**config.mk**
```make
export PLATFORM = sky130hd
export DESIGN_NAME = wheel_encoder_odometry_flat
export DESIGN_NICKNAME = d
export VERILOG_FILES = /design/src/weo_pkg.sv /design/src/weo_cfg_if.sv /design/src/weo_in_if.sv /design/src/weo_out_if.sv /design/src/wheel_encoder_odometry.sv /design/src/weo_cfg_regs.sv /design/src/weo_mul.sv /design/src/flat_wrapper.sv
export SDC_FILE = /design/constraint.sdc
export NUM_CORES = 2
export LEC_CHECK = 0
export ABC_AREA = 0
export BUFFER_PORTS_ARGS = -buffer_cell sky130_fd_sc_hd__buf_2
export CAP_MARGIN = 20
export CORE_MARGIN = 5
export CORE_UTILIZATION = 48
export DETAILED_ROUTE_END_ITERATION = 6
export PLACE_DENSITY = 0.66
export SYNTH_ARGS = -nofsm -noshare
export SYNTH_HDL_FRONTEND = slang
export SYNTH_SLANG_ARGS = --single-unit
export TNS_END_PERCENT = 5
```
**constraint.sdc**
```tcl
create_clock -name clk -period 14.2 [get_ports clk]
set_input_delay 0.71 -clock clk [delete_from_list [all_inputs] [get_ports clk]]
set_output_delay 0.71 -clock clk [all_outputs]
set_load 0.02 [all_outputs]
```
**src/weo_pkg.sv**
```systemverilog
// Shared widths, register codes, reset values and constants of the wheel odometry block.
package weo_pkg;

	// Default structural parameters.
	localparam int ENCODER_BITS_DEF = 15;
	localparam int HEADING_BITS_DEF = 16;

	// Fixed field widths.
	localparam int MPC_W  = 24;
	localparam int GAIN_W = 16;
	localparam int THR_W  = 15;
	localparam int SPAN_W = 15;
	localparam int POSE_W = 32;
	localparam int LIN_W  = 21;
	localparam int ANG_W  = 16;

	// Configuration port.
	localparam int CFG_IDX_W  = 3;
	localparam int CFG_DATA_W = 24;

	localparam logic [CFG_IDX_W-1:0] REG_METRES_PER_COUNT   = 3'd0;
	localparam logic [CFG_IDX_W-1:0] REG_HEADING_GAIN       = 3'd1;
	localparam logic [CFG_IDX_W-1:0] REG_ROLLOVER_THRESHOLD = 3'd2;
	localparam logic [CFG_IDX_W-1:0] REG_ENCODER_SPAN       = 3'd3;
	localparam logic [CFG_IDX_W-1:0] REG_RIGHT_REVERSED     = 3'd4;

	localparam logic [MPC_W-1:0]  RST_METRES_PER_COUNT   = 24'd23270;
	localparam logic [GAIN_W-1:0] RST_HEADING_GAIN       = 16'd24834;
	localparam logic [THR_W-1:0]  RST_ROLLOVER_THRESHOLD = 15'd1000;
	localparam logic [SPAN_W-1:0] RST_ENCODER_SPAN       = 15'd32767;
	localparam logic              RST_RIGHT_REVERSED     = 1'b1;

	// Fixed point shifts of the step conversion.
	localparam int LIN_SHIFT = 9;
	localparam int DIF_SHIFT = 8;

	// Shared multiplier: width of the second operand, and the split used for long operands.
	localparam int MUL_B_W = 32;
	localparam int SPLIT_W = 16;

	// Sine evaluation: 32-bit turn phase, Q2.30 values.
	localparam int PHASE_W    = 32;
	localparam int TRIG_SHIFT = 30;
	localparam int TM_W       = TRIG_SHIFT + 1;
	localparam int TRIG_W     = TM_W + 1;
	localparam logic [TM_W-1:0] Q30_ONE = 31'h4000_0000;

	// Horner coefficients of the quarter-wave sine polynomial, innermost first.
	localparam logic [MUL_B_W-1:0] HC0 = 32'd172272;
	localparam logic [MUL_B_W-1:0] HC1 = 32'd5026995;
	localparam logic [MUL_B_W-1:0] HC2 = 32'd85569306;
	localparam logic [MUL_B_W-1:0] HC3 = 32'd693598668;
	localparam logic [MUL_B_W-1:0] HC4 = 32'd1686629713;

	typedef struct packed {
		logic [MPC_W-1:0]  metres_per_count;
		logic [GAIN_W-1:0] heading_gain;
		logic [THR_W-1:0]  rollover_threshold;
		logic [SPAN_W-1:0] encoder_span;
		logic              right_reversed;
	} cfg_t;

	typedef struct packed {
		logic en;
		logic acc;
	} mul_ctl_t;

endpackage

```
**src/weo_cfg_if.sv**
```systemverilog
// Configuration write channel: register index and write data.
interface weo_cfg_if;
	import weo_pkg::*;

	logic                  valid;
	logic                  ready;
	logic [CFG_IDX_W-1:0]  index;
	logic [CFG_DATA_W-1:0] data;

	modport source (output valid, output index, output data, input ready);
	modport sink (input valid, input index, input data, output ready);
endinterface

```
**src/weo_in_if.sv**
```systemverilog
// Sample channel: one left and one right raw encoder count per item.
interface weo_in_if #(
	parameter int ENCODER_BITS = weo_pkg::ENCODER_BITS_DEF
);
	logic                    valid;
	logic                    ready;
	logic [ENCODER_BITS-1:0] left_position;
	logic [ENCODER_BITS-1:0] right_position;

	modport source (output valid, output left_position, output right_position, input ready);
	modport sink (input valid, input left_position, input right_position, output ready);
endinterface

```
**src/weo_out_if.sv**
```systemverilog
// Result channel: pose before the step together with the step.
interface weo_out_if #(
	parameter int HEADING_BITS = weo_pkg::HEADING_BITS_DEF
);
	import weo_pkg::*;

	logic                     valid;
	logic                     ready;
	logic signed [POSE_W-1:0] pose_x;
	logic signed [POSE_W-1:0] pose_y;
	logic [HEADING_BITS-1:0]  heading;
	logic signed [LIN_W-1:0]  linear_step;
	logic signed [ANG_W-1:0]  angular_step;

	modport source (
		output valid, output pose_x, output pose_y, output heading,
		output linear_step, output angular_step, input ready
	);
	modport sink (
		input valid, input pose_x, input pose_y, input heading,
		input linear_step, input angular_step, output ready
	);
endinterface

```
**src/wheel_encoder_odometry.sv**
```systemverilog
// Top level: differential-drive wheel odometry with one shared multiplier under a sequencer.
//
//   channel  direction  handshake      payload
//   cfg      in         valid/ready    index, data (register write, never stalls)
//   sample   in         valid/ready    left_position, right_position
//   odom     out        valid/ready    pose_x, pose_y, heading, linear_step, angular_step
//
// The sequencer takes no new sample until it is back in idle; the multiplies run in sequence
// on the one shared multiplier, twelve of them for the sine and cosine Horner chains.
// sample.ready is high only in the idle state. The result sits in an output register;
// the sequencer waits there only if the previous result has not yet been taken. Reset
// clears the pose, the held counts and the output registers.
module wheel_encoder_odometry #(
	parameter int ENCODER_BITS = weo_pkg::ENCODER_BITS_DEF,
	parameter int HEADING_BITS = weo_pkg::HEADING_BITS_DEF
) (
	input  logic      clk,
	input  logic      arst_n,
	weo_cfg_if.sink   cfg,
	weo_in_if.sink    sample,
	weo_out_if.source odom
);
	import weo_pkg::*;

	// Delta width covers a full count difference plus a span correction and negation.
	localparam int DW     = ((ENCODER_BITS > THR_W) ? ENCODER_BITS : THR_W) + 2;
	localparam int SUM_W  = DW + 1;
	localparam int MA_W   = (SUM_W > MUL_B_W) ? SUM_W : MUL_B_W;
	localparam int PW     = MA_W + MUL_B_W;
	localparam int HSH    = PHASE_W - HEADING_BITS;
	// Past this wheel difference the angular step saturates for any nonzero gain.
	localparam int DLIM_E = (ANG_W - 1) + HSH;
	localparam int DIFF_W = DLIM_E + 2;

	localparam logic signed [PW-1:0] RND_LIN  = PW'(1) <<< (LIN_SHIFT - 1);
	localparam logic signed [PW-1:0] RND_DIF  = PW'(1) <<< (DIF_SHIFT - 1);
	localparam logic signed [PW-1:0] RND_ANG  = PW'(1) <<< (HSH - 1);
	localparam logic signed [PW-1:0] RND_TRIG = PW'(1) <<< (TRIG_SHIFT - 1);
	localparam logic signed [PW-1:0] LIN_MAX  = (PW'(1) <<< (LIN_W - 1)) - PW'(1);
	localparam logic signed [PW-1:0] LIN_MIN  = -LIN_MAX - PW'(1);
	localparam logic signed [PW-1:0] ANG_MAX  = (PW'(1) <<< (ANG_W - 1)) - PW'(1);
	localparam logic signed [PW-1:0] ANG_MIN  = -ANG_MAX - PW'(1);
	localparam logic signed [PW-1:0] DIF_MAX  = PW'(1) <<< DLIM_E;
	localparam logic signed [PW-1:0] DIF_MIN  = -DIF_MAX;
	localparam logic signed [POSE_W-1:0] POSE_MAX = {1'b0, {(POSE_W-1){1'b1}}};
	localparam logic signed [POSE_W-1:0] POSE_MIN = {1'b1, {(POSE_W-1){1'b0}}};

	typedef enum logic [4:0] {
		ST_IDLE, ST_DELTA, ST_SUMS, ST_MLIN, ST_MDIF, ST_PDIF, ST_MHI, ST_MLO, ST_PANG,
		ST_PUB, ST_TSQ, ST_T1, ST_T2, ST_T3, ST_T4, ST_T5, ST_TEND, ST_MDX, ST_MDY, ST_PDY
	} state_t;

	state_t state_q;
	logic   primed_q;
	logic   out_vld_q;
	logic   is_cos_q;

	logic [ENCODER_BITS-1:0]  last_l_q, last_r_q;
	logic [ENCODER_BITS-1:0]  pos_l_q, pos_r_q;
	logic signed [POSE_W-1:0] odo_x_q, odo_y_q;
	logic [HEADING_BITS-1:0]  odo_h_q;

	logic signed [POSE_W-1:0] ox_q, oy_q;
	logic [HEADING_BITS-1:0]  oh_q;
	logic signed [LIN_W-1:0]  olin_q;
	logic signed [ANG_W-1:0]  oang_q;

	logic signed [DW-1:0]     dl_q, dr_q;
	logic signed [SUM_W-1:0]  sum_q, dif_q;
	logic signed [LIN_W-1:0]  lin_q;
	logic signed [DIFF_W-1:0] diff_q;
	logic signed [ANG_W-1:0]  ang_q;
	logic [TM_W-1:0]          x2_q;
	logic signed [TRIG_W-1:0] sin_q, cos_q;

	cfg_t cfg_v;

	mul_ctl_t                  mul_ctl;
	logic signed [MA_W-1:0]    mul_a;
	logic signed [MUL_B_W-1:0] mul_b;
	logic signed [PW-1:0]      p;

	logic signed [DW-1:0]     dl_n, dr_u, dr_n;
	logic signed [PW-1:0]     r_lin, r_dif, r_ang, r_trig;
	logic signed [LIN_W-1:0]  lin_sat;
	logic signed [DIFF_W-1:0] diff_sat;
	logic signed [ANG_W-1:0]  ang_sat;
	logic [TM_W-1:0]          hs;
	logic [PHASE_W-1:0]       phase;
	logic [1:0]               quad;
	logic [TM_W-1:0]          x_mag;
	logic [TM_W-1:0]          trig_mag;
	logic signed [TRIG_W-1:0] trig_val;
	logic signed [POSE_W-1:0] pose_sel;
	logic signed [POSE_W:0]   pose_sum;
	logic signed [POSE_W-1:0] pose_sat;
	logic                     pub_fire;

	weo_cfg_regs u_cfg (
		.clk    (clk),
		.arst_n (arst_n),
		.cfg    (cfg),
		.regs   (cfg_v)
	);

	weo_mul #(
		.MA_W (MA_W),
		.MB_W (MUL_B_W)
	) u_mul (
		.clk (clk),
		.ctl (mul_ctl),
		.a   (mul_a),
		.b   (mul_b),
		.p   (p)
	);

	// Count difference with rollover removed.
	function automatic logic signed [DW-1:0] unroll(
		input logic [ENCODER_BITS-1:0] cur,
		input logic [ENCODER_BITS-1:0] prev,
		input logic [THR_W-1:0]        thr_in,
		input logic [SPAN_W-1:0]       span_in
	);
		logic signed [DW-1:0] d;
		logic signed [DW-1:0] thr;
		logic signed [DW-1:0] span;
		d    = signed'(DW'(cur)) - signed'(DW'(prev));
		thr  = signed'(DW'(thr_in));
		span = signed'(DW'(span_in));
		if ((d >= thr) || (d <= -thr)) begin
			unroll = d[DW-1] ? (d + span) : (d - span);
		end else begin
			unroll = d;
		end
	endfunction

	assign dl_n = unroll(pos_l_q, last_l_q, cfg_v.rollover_threshold, cfg_v.encoder_span);
	assign dr_u = unroll(pos_r_q, last_r_q, cfg_v.rollover_threshold, cfg_v.encoder_span);
	assign dr_n = cfg_v.right_reversed ? -dr_u : dr_u;

	// Round half up of the held product, then saturate each step.
	assign r_lin  = (p + RND_LIN) >>> LIN_SHIFT;
	assign r_dif  = (p + RND_DIF) >>> DIF_SHIFT;
	assign r_ang  = (p + RND_ANG) >>> HSH;
	assign r_trig = (p + RND_TRIG) >>> TRIG_SHIFT;

	always_comb begin
		if (r_lin > LIN_MAX) begin
			lin_sat = LIN_W'(LIN_MAX);
		end else if (r_lin < LIN_MIN) begin
			lin_sat = LIN_W'(LIN_MIN);
		end else begin
			lin_sat = LIN_W'(r_lin);
		end
		if (r_dif > DIF_MAX) begin
			diff_sat = DIFF_W'(DIF_MAX);
		end else if (r_dif < DIF_MIN) begin
			diff_sat = DIFF_W'(DIF_MIN);
		end else begin
			diff_sat = DIFF_W'(r_dif);
		end
		if (r_ang > ANG_MAX) begin
			ang_sat = ANG_W'(ANG_MAX);
		end else if (r_ang < ANG_MIN) begin
			ang_sat = ANG_W'(ANG_MIN);
		end else begin
			ang_sat = ANG_W'(r_ang);
		end
	end

	// Quarter-wave folding of the heading; the cosine is the sine a quarter turn later.
	assign hs    = p[TRIG_SHIFT +: TM_W];
	assign phase = {odo_h_q, {HSH{1'b0}}};
	assign quad  = phase[PHASE_W-1 -: 2] + {1'b0, is_cos_q};
	assign x_mag = quad[0] ? (Q30_ONE - {1'b0, phase[TRIG_SHIFT-1:0]})
		: {1'b0, phase[TRIG_SHIFT-1:0]};
	assign trig_mag = (hs > Q30_ONE) ? Q30_ONE : hs;
	assign trig_val = quad[1] ? -signed'({1'b0, trig_mag}) : signed'({1'b0, trig_mag});

	// Saturating pose update: x while the cosine product is held, y for the sine product.
	assign pose_sel = (state_q == ST_MDY) ? odo_x_q : odo_y_q;
	assign pose_sum = (POSE_W+1)'(pose_sel) + (POSE_W+1)'(r_trig);
	always_comb begin
		if (pose_sum[POSE_W] != pose_sum[POSE_W-1]) begin
			pose_sat = pose_sum[POSE_W] ? POSE_MIN : POSE_MAX;
		end else begin
			pose_sat = pose_sum[POSE_W-1:0];
		end
	end

	// The result register loads when the sequencer publishes and the old result is gone.
	assign pub_fire = (state_q == ST_PUB) && (!out_vld_q || odom.ready);

	// Multiplier operand selection for each sequencer step.
	always_comb begin
		mul_a       = '0;
		mul_b       = '0;
		mul_ctl.en  = 1'b0;
		mul_ctl.acc = 1'b0;
		unique case (state_q)
			ST_MLIN: begin
				mul_a      = MA_W'(sum_q);
				mul_b      = MUL_B_W'(cfg_v.metres_per_count);
				mul_ctl.en = 1'b1;
			end
			ST_MDIF: begin
				mul_a      = MA_W'(dif_q);
				mul_b      = MUL_B_W'(cfg_v.metres_per_count);
				mul_ctl.en = 1'b1;
			end
			ST_MHI: begin
				mul_a      = MA_W'(diff_q >>> SPLIT_W);
				mul_b      = MUL_B_W'(cfg_v.heading_gain);
				mul_ctl.en = 1'b1;
			end
			ST_MLO: begin
				mul_a       = MA_W'(diff_q[SPLIT_W-1:0]);
				mul_b       = MUL_B_W'(cfg_v.heading_gain);
				mul_ctl.en  = 1'b1;
				mul_ctl.acc = 1'b1;
			end
			ST_TSQ: begin
				mul_a      = MA_W'(x_mag);
				mul_b      = MUL_B_W'(x_mag);
				mul_ctl.en = 1'b1;
			end
			ST_T1: begin
				mul_a      = MA_W'(hs);
				mul_b      = HC0;
				mul_ctl.en = 1'b1;
			end
			ST_T2: begin
				mul_a      = MA_W'(x2_q);
				mul_b      = HC1 - MUL_B_W'(hs);
				mul_ctl.en = 1'b1;
			end
			ST_T3: begin
				mul_a      = MA_W'(x2_q);
				mul_b      = HC2 - MUL_B_W'(hs);
				mul_ctl.en = 1'b1;
			end
			ST_T4: begin
				mul_a      = MA_W'(x2_q);
				mul_b      = HC3 - MUL_B_W'(hs);
				mul_ctl.en = 1'b1;
			end
			ST_T5: begin
				mul_a      = MA_W'(x_mag);
				mul_b      = HC4 - MUL_B_W'(hs);
				mul_ctl.en = 1'b1;
			end
			ST_MDX: begin
				mul_a      = MA_W'(cos_q);
				mul_b      = MUL_B_W'(lin_q);
				mul_ctl.en = 1'b1;
			end
			ST_MDY: begin
				mul_a      = MA_W'(sin_q);
				mul_b      = MUL_B_W'(lin_q);
				mul_ctl.en = 1'b1;
			end
			default: begin
			end
		endcase
	end

	// Sequencer, odometry state and the output register.
	always_ff @(posedge clk or negedge arst_n) begin
		if (!arst_n) begin
			state_q   <= ST_IDLE;
			primed_q  <= 1'b0;
			out_vld_q <= 1'b0;
			is_cos_q  <= 1'b0;
			last_l_q  <= '0;
			last_r_q  <= '0;
			odo_x_q   <= '0;
			odo_y_q   <= '0;
			odo_h_q   <= '0;
			ox_q      <= '0;
			oy_q      <= '0;
			oh_q      <= '0;
			olin_q    <= '0;
			oang_q    <= '0;
		end else begin
			if (pub_fire) begin
				out_vld_q <= 1'b1;
			end else if (out_vld_q && odom.ready) begin
				out_vld_q <= 1'b0;
			end
			unique case (state_q)
				ST_IDLE: begin
					if (sample.valid) begin
						primed_q <= 1'b1;
						if (primed_q) begin
							state_q <= ST_DELTA;
						end else begin
							// First sample latches the counts; its result carries a zero step.
							last_l_q <= sample.left_position;
							last_r_q <= sample.right_position;
							state_q  <= ST_PUB;
						end
					end
				end
				ST_DELTA: begin
					last_l_q <= pos_l_q;
					last_r_q <= pos_r_q;
					state_q  <= ST_SUMS;
				end
				ST_SUMS: state_q <= ST_MLIN;
				ST_MLIN: state_q <= ST_MDIF;
				ST_MDIF: state_q <= ST_PDIF;
				ST_PDIF: state_q <= ST_MHI;
				ST_MHI:  state_q <= ST_MLO;
				ST_MLO:  state_q <= ST_PANG;
				ST_PANG: state_q <= ST_PUB;
				ST_PUB: begin
					if (pub_fire) begin
						ox_q     <= odo_x_q;
						oy_q     <= odo_y_q;
						oh_q     <= odo_h_q;
						olin_q   <= lin_q;
						oang_q   <= ang_q;
						is_cos_q <= 1'b0;
						state_q  <= ST_TSQ;
					end
				end
				ST_TSQ: state_q <= ST_T1;
				ST_T1:  state_q <= ST_T2;
				ST_T2:  state_q <= ST_T3;
				ST_T3:  state_q <= ST_T4;
				ST_T4:  state_q <= ST_T5;
				ST_T5:  state_q <= ST_TEND;
				ST_TEND: begin
					if (is_cos_q) begin
						state_q <= ST_MDX;
					end else begin
						is_cos_q <= 1'b1;
						state_q  <= ST_TSQ;
					end
				end
				ST_MDX: state_q <= ST_MDY;
				ST_MDY: begin
					odo_x_q <= pose_sat;
					state_q <= ST_PDY;
				end
				ST_PDY: begin
					odo_y_q <= pose_sat;
					odo_h_q <= odo_h_q + HEADING_BITS'(ang_q);
					state_q <= ST_IDLE;
				end
				default: state_q <= ST_IDLE;
			endcase
		end
	end

	// Working registers of the step and trig evaluation.
	always_ff @(posedge clk) begin
		case (state_q)
			ST_IDLE: begin
				if (sample.valid) begin
					pos_l_q <= sample.left_position;
					pos_r_q <= sample.right_position;
					lin_q   <= '0;
					ang_q   <= '0;
				end
			end
			ST_DELTA: begin
				dl_q <= dl_n;
				dr_q <= dr_n;
			end
			ST_SUMS: begin
				sum_q <= SUM_W'(dl_q) + SUM_W'(dr_q);
				dif_q <= SUM_W'(dr_q) - SUM_W'(dl_q);
			end
			ST_MDIF: lin_q <= lin_sat;
			ST_PDIF: diff_q <= diff_sat;
			ST_PANG: ang_q <= ang_sat;
			ST_T1:   x2_q <= hs;
			ST_TEND: begin
				if (is_cos_q) begin
					cos_q <= trig_val;
				end else begin
					sin_q <= trig_val;
				end
			end
			default: begin
			end
		endcase
	end

	assign sample.ready       = (state_q == ST_IDLE);
	assign odom.valid         = out_vld_q;
	assign odom.pose_x        = ox_q;
	assign odom.pose_y        = oy_q;
	assign odom.heading       = oh_q;
	assign odom.linear_step   = olin_q;
	assign odom.angular_step  = oang_q;

endmodule

```
**src/weo_cfg_regs.sv**
```systemverilog
// Configuration register file of the odometry block.
module weo_cfg_regs (
	input  logic          clk,
	input  logic          arst_n,
	weo_cfg_if.sink       cfg,
	output weo_pkg::cfg_t regs
);
	import weo_pkg::*;

	cfg_t regs_q;

	// The port never stalls; a write to an index past the list is dropped.
	assign cfg.ready = 1'b1;
	assign regs = regs_q;

	always_ff @(posedge clk or negedge arst_n) begin
		if (!arst_n) begin
			regs_q.metres_per_count   <= RST_METRES_PER_COUNT;
			regs_q.heading_gain       <= RST_HEADING_GAIN;
			regs_q.rollover_threshold <= RST_ROLLOVER_THRESHOLD;
			regs_q.encoder_span       <= RST_ENCODER_SPAN;
			regs_q.right_reversed     <= RST_RIGHT_REVERSED;
		end else if (cfg.valid) begin
			unique case (cfg.index)
				REG_METRES_PER_COUNT:   regs_q.metres_per_count <= cfg.data[MPC_W-1:0];
				REG_HEADING_GAIN:       regs_q.heading_gain <= cfg.data[GAIN_W-1:0];
				REG_ROLLOVER_THRESHOLD: regs_q.rollover_threshold <= cfg.data[THR_W-1:0];
				REG_ENCODER_SPAN:       regs_q.encoder_span <= cfg.data[SPAN_W-1:0];
				REG_RIGHT_REVERSED:     regs_q.right_reversed <= cfg.data[0];
				default: begin
				end
			endcase
		end
	end

endmodule

```
**src/weo_mul.sv**
```systemverilog
// Shared signed multiplier with a registered product and an optional shifted accumulate.
module weo_mul #(
	parameter int MA_W = weo_pkg::MUL_B_W,
	parameter int MB_W = weo_pkg::MUL_B_W
) (
	input  logic                          clk,
	input  weo_pkg::mul_ctl_t             ctl,
	input  logic signed [MA_W-1:0]        a,
	input  logic signed [MB_W-1:0]        b,
	output logic signed [MA_W+MB_W-1:0]   p
);
	import weo_pkg::*;

	localparam int PW = MA_W + MB_W;

	logic signed [PW-1:0] prod;
	logic signed [PW-1:0] p_q;

	assign prod = PW'(a) * PW'(b);
	assign p    = p_q;

	// With accumulate set, the held product is the upper partial product of a split operand.
	always_ff @(posedge clk) begin
		if (ctl.en) begin
			p_q <= prod + (ctl.acc ? (p_q <<< SPLIT_W) : PW'(0));
		end
	end

endmodule

```
**src/flat_wrapper.sv**
```systemverilog
// flat-port wrapper written by rule: the top's interface ports become plain ports
module wheel_encoder_odometry_flat import weo_pkg::*;
#(
	parameter int ENCODER_BITS = weo_pkg::ENCODER_BITS_DEF,
	parameter int HEADING_BITS = weo_pkg::HEADING_BITS_DEF
)
  (clk, arst_n, cfg_valid, cfg_index, cfg_data, cfg_ready, sample_valid, sample_left_position, sample_right_position, sample_ready, odom_valid, odom_pose_x, odom_pose_y, odom_heading, odom_linear_step, odom_angular_step, odom_ready);
  weo_cfg_if cfg_i ();
  weo_in_if #(.ENCODER_BITS(ENCODER_BITS)) sample_i ();
  weo_out_if #(.HEADING_BITS(HEADING_BITS)) odom_i ();
  input  logic clk;
  input  logic arst_n;
  input wire logic [$bits(cfg_i.valid)-1:0] cfg_valid;
  input wire logic [$bits(cfg_i.index)-1:0] cfg_index;
  input wire logic [$bits(cfg_i.data)-1:0] cfg_data;
  output wire logic [$bits(cfg_i.ready)-1:0] cfg_ready;
  input wire logic [$bits(sample_i.valid)-1:0] sample_valid;
  input wire logic [$bits(sample_i.left_position)-1:0] sample_left_position;
  input wire logic [$bits(sample_i.right_position)-1:0] sample_right_position;
  output wire logic [$bits(sample_i.ready)-1:0] sample_ready;
  output wire logic [$bits(odom_i.valid)-1:0] odom_valid;
  output wire logic [$bits(odom_i.pose_x)-1:0] odom_pose_x;
  output wire logic [$bits(odom_i.pose_y)-1:0] odom_pose_y;
  output wire logic [$bits(odom_i.heading)-1:0] odom_heading;
  output wire logic [$bits(odom_i.linear_step)-1:0] odom_linear_step;
  output wire logic [$bits(odom_i.angular_step)-1:0] odom_angular_step;
  input wire logic [$bits(odom_i.ready)-1:0] odom_ready;
  assign cfg_i.valid = cfg_valid;
  assign cfg_i.index = cfg_index;
  assign cfg_i.data = cfg_data;
  assign cfg_ready = cfg_i.ready;
  assign sample_i.valid = sample_valid;
  assign sample_i.left_position = sample_left_position;
  assign sample_i.right_position = sample_right_position;
  assign sample_ready = sample_i.ready;
  assign odom_valid = odom_i.valid;
  assign odom_pose_x = odom_i.pose_x;
  assign odom_pose_y = odom_i.pose_y;
  assign odom_heading = odom_i.heading;
  assign odom_linear_step = odom_i.linear_step;
  assign odom_angular_step = odom_i.angular_step;
  assign odom_i.ready = odom_ready;
  wheel_encoder_odometry #(.ENCODER_BITS(ENCODER_BITS), .HEADING_BITS(HEADING_BITS)) u_core (.clk(clk), .arst_n(arst_n), .cfg(cfg_i), .sample(sample_i), .odom(odom_i));
endmodule
```
* After elaboration in Yosys (flattened, before gate mapping)
Index checks and enable logic that the tools add are counted.
Cells by class: multiply operators 1, add/subtract/negate cells 24, mux-type cells 40, bitwise gates (word level) 1, equal/unequal tests 27, $lt $le $gt $ge 11, reduce and logical (&&, ||, !) cells 34
Operator list (number):
- $pmux 32 s9 | 2
- $mux 32 | 4
- $pmux 5 s19 | 1
- $mux 17 | 5
- $add 64x10->64 const B | 1
- $add 64x17->64 const B | 1
- $add 64x64->64 | 1
- $add 64x9->64 const B | 1
- $mul 32x32->64 | 1
- $mux 64 | 1
- $add 63x31->63 const B | 1
- $mux 21 | 3
- $mux 31 | 2
- $mux 15 | 4
- $pmux 15 s2 | 2
- $gt 56x33->1 const B | 1
- $lt 56x32->1 const B | 1
- $gt 55x21->1 const B | 1
- $lt 55x21->1 const B | 1
- $gt 48x16->1 const B | 1
- $lt 48x16->1 const B | 1
- $mux 16 | 3
- $pmux 21 s2 | 1
- $eq 5x4->1 const B | 8
- other kinds (47) | 90
Word-level totals: bits of input ports 62, register bits after elaboration 635

* Logic depth before layout (Yosys ltp)
word-level depth 6, gate-level depth with buffers 44, depth with buffers taken out 42

* Cells and area by module
Synthesis repeated with hierarchy kept, for this count alone.
Second synthesis, totals: cells, all modules 8836, area, all modules 83378.7 µm²
Modules (own cells, without submodules):
- weo_mul | instances 1, area each 42198.0 µm², cells each 4417, sequential area each 1921.8 µm²
- wheel_encoder_odometry | instances 1, area each 38288.0 µm², cells each 4263, sequential area each 13808.2 µm²
- weo_cfg_regs | instances 1, area each 2892.8 µm², cells each 156, sequential area each 1820.5 µm²

* Least setup slack after synthesis
OpenSTA, ideal clock, no wires.
path kind reg2reg, start point register u_core.state_q[3], end point register u_core.u_mul.p_q[49], in the netlist u_core.u_mul.p[49] (data pin), slack 1927 ps, stages on the path, launching flop included 30, arrival 12013 ps, setup time 260 ps, period minus slack after synthesis 12273 ps, cells stage by stage dfrtp_1 > or3_1 > nor2_1 > clkbuf_1 > buf_1 > buf_1 > a221oi_1 > nor2_1 > fa_1 > fa_1 > fa_1 > fa_1 > fa_1 > fa_1 > fa_1 > inv_1 > fa_1 > inv_1 > ha_1 > and2_1 > and3_1 > a21o_1 > a211oi_1 > o21ai_0 > a211o_1 > o21ai_0 > o21bai_1 > or3b_2 > a31oi_1 > xnor2_1
Between the ends: word-level cells in the longest chain between the ends 5, elaborated cells between the ends (all ways) 23, those cells by class 1 x add/sub; 1 x mul; 12 x eq/ne; 4 x mux; 5 x reduce/logical
Ends and longest elaborated chain:
- start, declared | line wheel_encoder_odometry.sv:53 | state_t state_q;
- start signal, assigned | line wheel_encoder_odometry.sv:270 | state_q <= ST_IDLE;
- start signal, assigned | line wheel_encoder_odometry.sv:295 | state_q <= ST_DELTA;
- start signal, assigned | line wheel_encoder_odometry.sv:300 | state_q <= ST_PUB;
- $eq 5x4->1, or another cell as far along | line wheel_encoder_odometry.sv:200 | unique case (state_q)
- $reduce_or 3->1 (no source line) / $reduce_or 2->1 (equally long branches)
- $pmux 32 s9 | line wheel_encoder_odometry.sv:200
- $mul 32x32->64 | line weo_mul.sv:19 | assign prod = PW'(a) * PW'(b);
- $add 64x64->64 * | line weo_mul.sv:25 | p_q <= prod + (ctl.acc ? (p_q <<< SPLIT_W) : PW'(0));
- end signal, assigned | line weo_mul.sv:25
- end, declared | line weo_mul.sv:17 | logic signed [PW-1:0] p_q;
Mark *: on every way between the ends. The rest lies on a longest branch, timed or not. A chain may end at the register's enable or synchronous reset.

* Worst setup path after layout
start point register u_core.state_q[4], end point register u_core.u_mul.p_q[49], in the netlist u_core.u_mul.p[49] (data pin)
Same word-level chain as after synthesis.

==> reports/qor.yml <==
sta:
  finalSetupViolations: 0
  skew_ps: 46.2
  tns_ps: 0
  maxSlewViolCount: 0
  fmax_mhz: 76.1
  finalCritPeriodShare_pct: 92.5
  rsz0062_at_grt: "false"
  layout_min_cycle_time_ps: 13140
  hold_violations: 0
  relSlewSlack_pct: 16.6
  worst_slew_pin_slew_ps: 1240
cts:
  hold_buffers: 1
  h-tree-depth: 3
  cts_tree: "yes"
  cts_resized: 0
  worstSkewPairLatency_ps: 690
  cts_max_path_buffers: 3
  clockRootBuffer: "clkbuf_16"
  path_clk_slew_ps: 60
  cts.sinks: 634
  numCtsBuffers: 72
  cts_setup_buffers: 0
synthesis:
  yosys_warnings: 0
  synth_ff_type: "edfxtp_1"
  ys_top_cells_by_area: "fa_1 30%, edfxtp_1 12%, dfrtp_1 8.4%"
  synth-edff-count: 328
  netlist_area_um2: 81200
  async_flop_share_pct: 48.3
  synth_cell_type_count: 103
  yosysSeqAreaShare_pct: 21.6
  synth_top_area_share_pct: 29.7
  avgSynthCellArea_um2: 9.24
  yosys.area.top_type: "fa_1"
  netlist_instances: 8780
  syn-num-nets: 10508
  ys_seq_elements: 634
drt:
  ant_nets: 0
  wire_per_inst_um: 26.1
  wirelength_mm: 290
  detail_route.vias_per_cell: 5.94
  drt_iter0_drc: 6894
  vias: 65947
  post-route-drc-count: 0
  dr.pass1.iters: 6
hold_path:
  hold_start: "sample_right_position[13]"
  hold_class: "input port to flip-flop"
critical_path:
  crit_start: "u_core.state_q[4]"
  slowest_delay_ps: 710
  crit_path_end_kind: "flip-flop"
  worstPathMaxFanout: 16
  slowest_stage: "mux2i_1"
  required_ps: 14620
  crit_arrival_ps: 13560
  path_common_cell: "fa_1"
  worstSetupPathType: "flip-flop to flip-flop"
  r2r_start: "u_core.state_q[4]"
  crit_path_start_kind: "flip-flop"
layout:
  fill_cells: 15411
  drive_gt1_share_pct: 9.93
  fin_nets: 10549
  syn2layout_area_growth_pct: 8.14
global_route:
  grt_start_max_net_pins: 74
  grt_overflow: 0
  antenna_found_initial: 19
  grt_pass1_wl_mm: 435
  grt_pass1_vias: 67696
  grt_use_total_pct: 32.5
placement:
  gp_congestion: 1.04
  port_buffers: 180
  hpwlAfterDp_mm: 229
die:
  die_y_um: 421
  die_area_um2: 177000
  io_pins: 182
  initial_utilization_pct: 48.1
  num_rows: 151
  core-area_um2: 169000
  die_w_um: 421
flow_run:
  maxCapViolations: 0
run_status:
  outcome: "finished, final reports clean"
[worst paths after layout]
check / end / cells after the start / slack [ps]
max: u_core.u_mul.p[49] / 38 / 1060
min: u_core.pos_r_q[13] / 1 / 210
max reg2reg: u_core.u_mul.p[49] / 38 / 1060
min reg2reg: u_core.odom.angular_step[1] / 2 / 490
max in group asynchronous: u_core.u_cfg.regs[67] / 4 / 11600
min in group asynchronous: u_core.last_l_q[11] / 2 / 550
[layout make-up]
cell class,instances,area [um2],area share (%)
Clock buffer,91,1930,2.20
Antenna cell,10,25.0,0.0285
Multi-Input combinational cell,6280,57000,65.0
Inverter,1444,5420,6.18
Sequential cell,634,17600,20.0
Clock inverter,40,523,0.596
Timing Repair Buffer,389,2530,2.88
Tap cell,2218,2780,3.16
[synth_stat cells (108+ instances only)]
| library cell | n |
|---|---|
| o21ai_0 | 303 |
| xnor2_1 | 315 |
| mux2_2 | 197 |
| nor3_1 | 125 |
| and2_1 | 108 |
| dfrtp_1 | 271 |
| edfxtp_1 | 328 |
| nand2_1 | 1257 |
| fa_1 | 1204 |
| nor2_1 | 648 |
| clkbuf_1 | 366 |
| nand3_1 | 108 |
| a21oi_1 | 276 |
| inv_1 | 1427 |
| ha_1 | 462 |
| xor2_1 | 128 |
[worst max-delay path, delay by kind of cell (launching register included)]
family / cells / cell delay [ps]
adder cells (fa/ha/maj): 10 / 4890
AND/OR/NAND/NOR: 9 / 2350
buffers and inverters: 3 / 570
flip-flops: 1 / 550
XOR/XNOR: 1 / 90
AO/OA/AOI/OAI: 14 / 3670
multiplexers: 1 / 710
[state kept, by name, summed over array words and instances, names as in the netlist, 15 cells and up]
register,cells
u_core.odom.pose_x,32
u_core.ang_q,16
u_core.dl_q,17
u_core.sum_q,17
u_core.odom.pose_y,32
u_core.x2_q,31
u_core.odo_y_q,32
u_core.cos_q,32
u_core.pos_l_q,15
u_core.lin_q,21
u_core.dr_q,17
u_core.last_r_q,15
u_core.u_mul.p,64
u_core.last_l_q,15
u_core.odo_x_q,32
u_core.odo_h_q,16
u_core.dif_q,18
u_core.odom.heading,16
u_core.odom.linear_step,21
u_core.odom.angular_step,16
u_core.pos_r_q,15
u_core.diff_q,33
u_core.sin_q,32
u_core.u_cfg.regs,71
[per-stage QoR]
stage	hold slack (ps)	utilization [%]	area [um2]	std cells	worst slack, ps
floorplan	414	-	81200	8780	1930
global placement	463	50.5	85200	10954	1500
detailed placement	481	50.5	85200	10959	1260
CTS	162	52.0	87700	11091	1190
global route	171	52.0	87700	11097	400
finish	213	52.0	87800	11106	1060
[layer usage]
metal	vias up	wire length, um	track usage (%)
li1	28466	-	-
met1	33491	114000	42.5
met2	3171	128000	49.8
met3	807	30000	8.93
met4	12	18300	16.6
met5	-	83	0.0538
[cell families after synthesis]
family / Yosys count / share of synthesized area (%)
other: 1 / 0.00462
flip-flops: 634 / 21.6
AO/OA/AOI/OAI: 1259 / 10.2
AND/OR/NAND/NOR: 2690 / 14.8
buffers and inverters: 1866 / 8.73
XOR/XNOR: 444 / 4.81
adder cells (fa/ha/maj): 1673 / 36.9
multiplexers: 213 / 2.95
[cells in the final DEF (no fill, tap or decap), types with 127 or more instances in the layout]
| cell type | instances |
|---|---|
| inv_1 | 1424 |
| dfrtp_1 | 271 |
| nor2_1 | 635 |
| edfxtp_1 | 328 |
| ha_1 | 462 |
| mux2_2 | 197 |
| xor2_1 | 127 |
| o21ai_0 | 300 |
| nand2_1 | 1257 |
| fa_1 | 1203 |
| a21oi_1 | 274 |
| xnor2_1 | 315 |
| buf_2 | 180 |
| buf_4 | 200 |
Power is left out: the tool's default activity adds up to more than one toggle a clock period on the data nets, which glitch-free logic cannot reach.
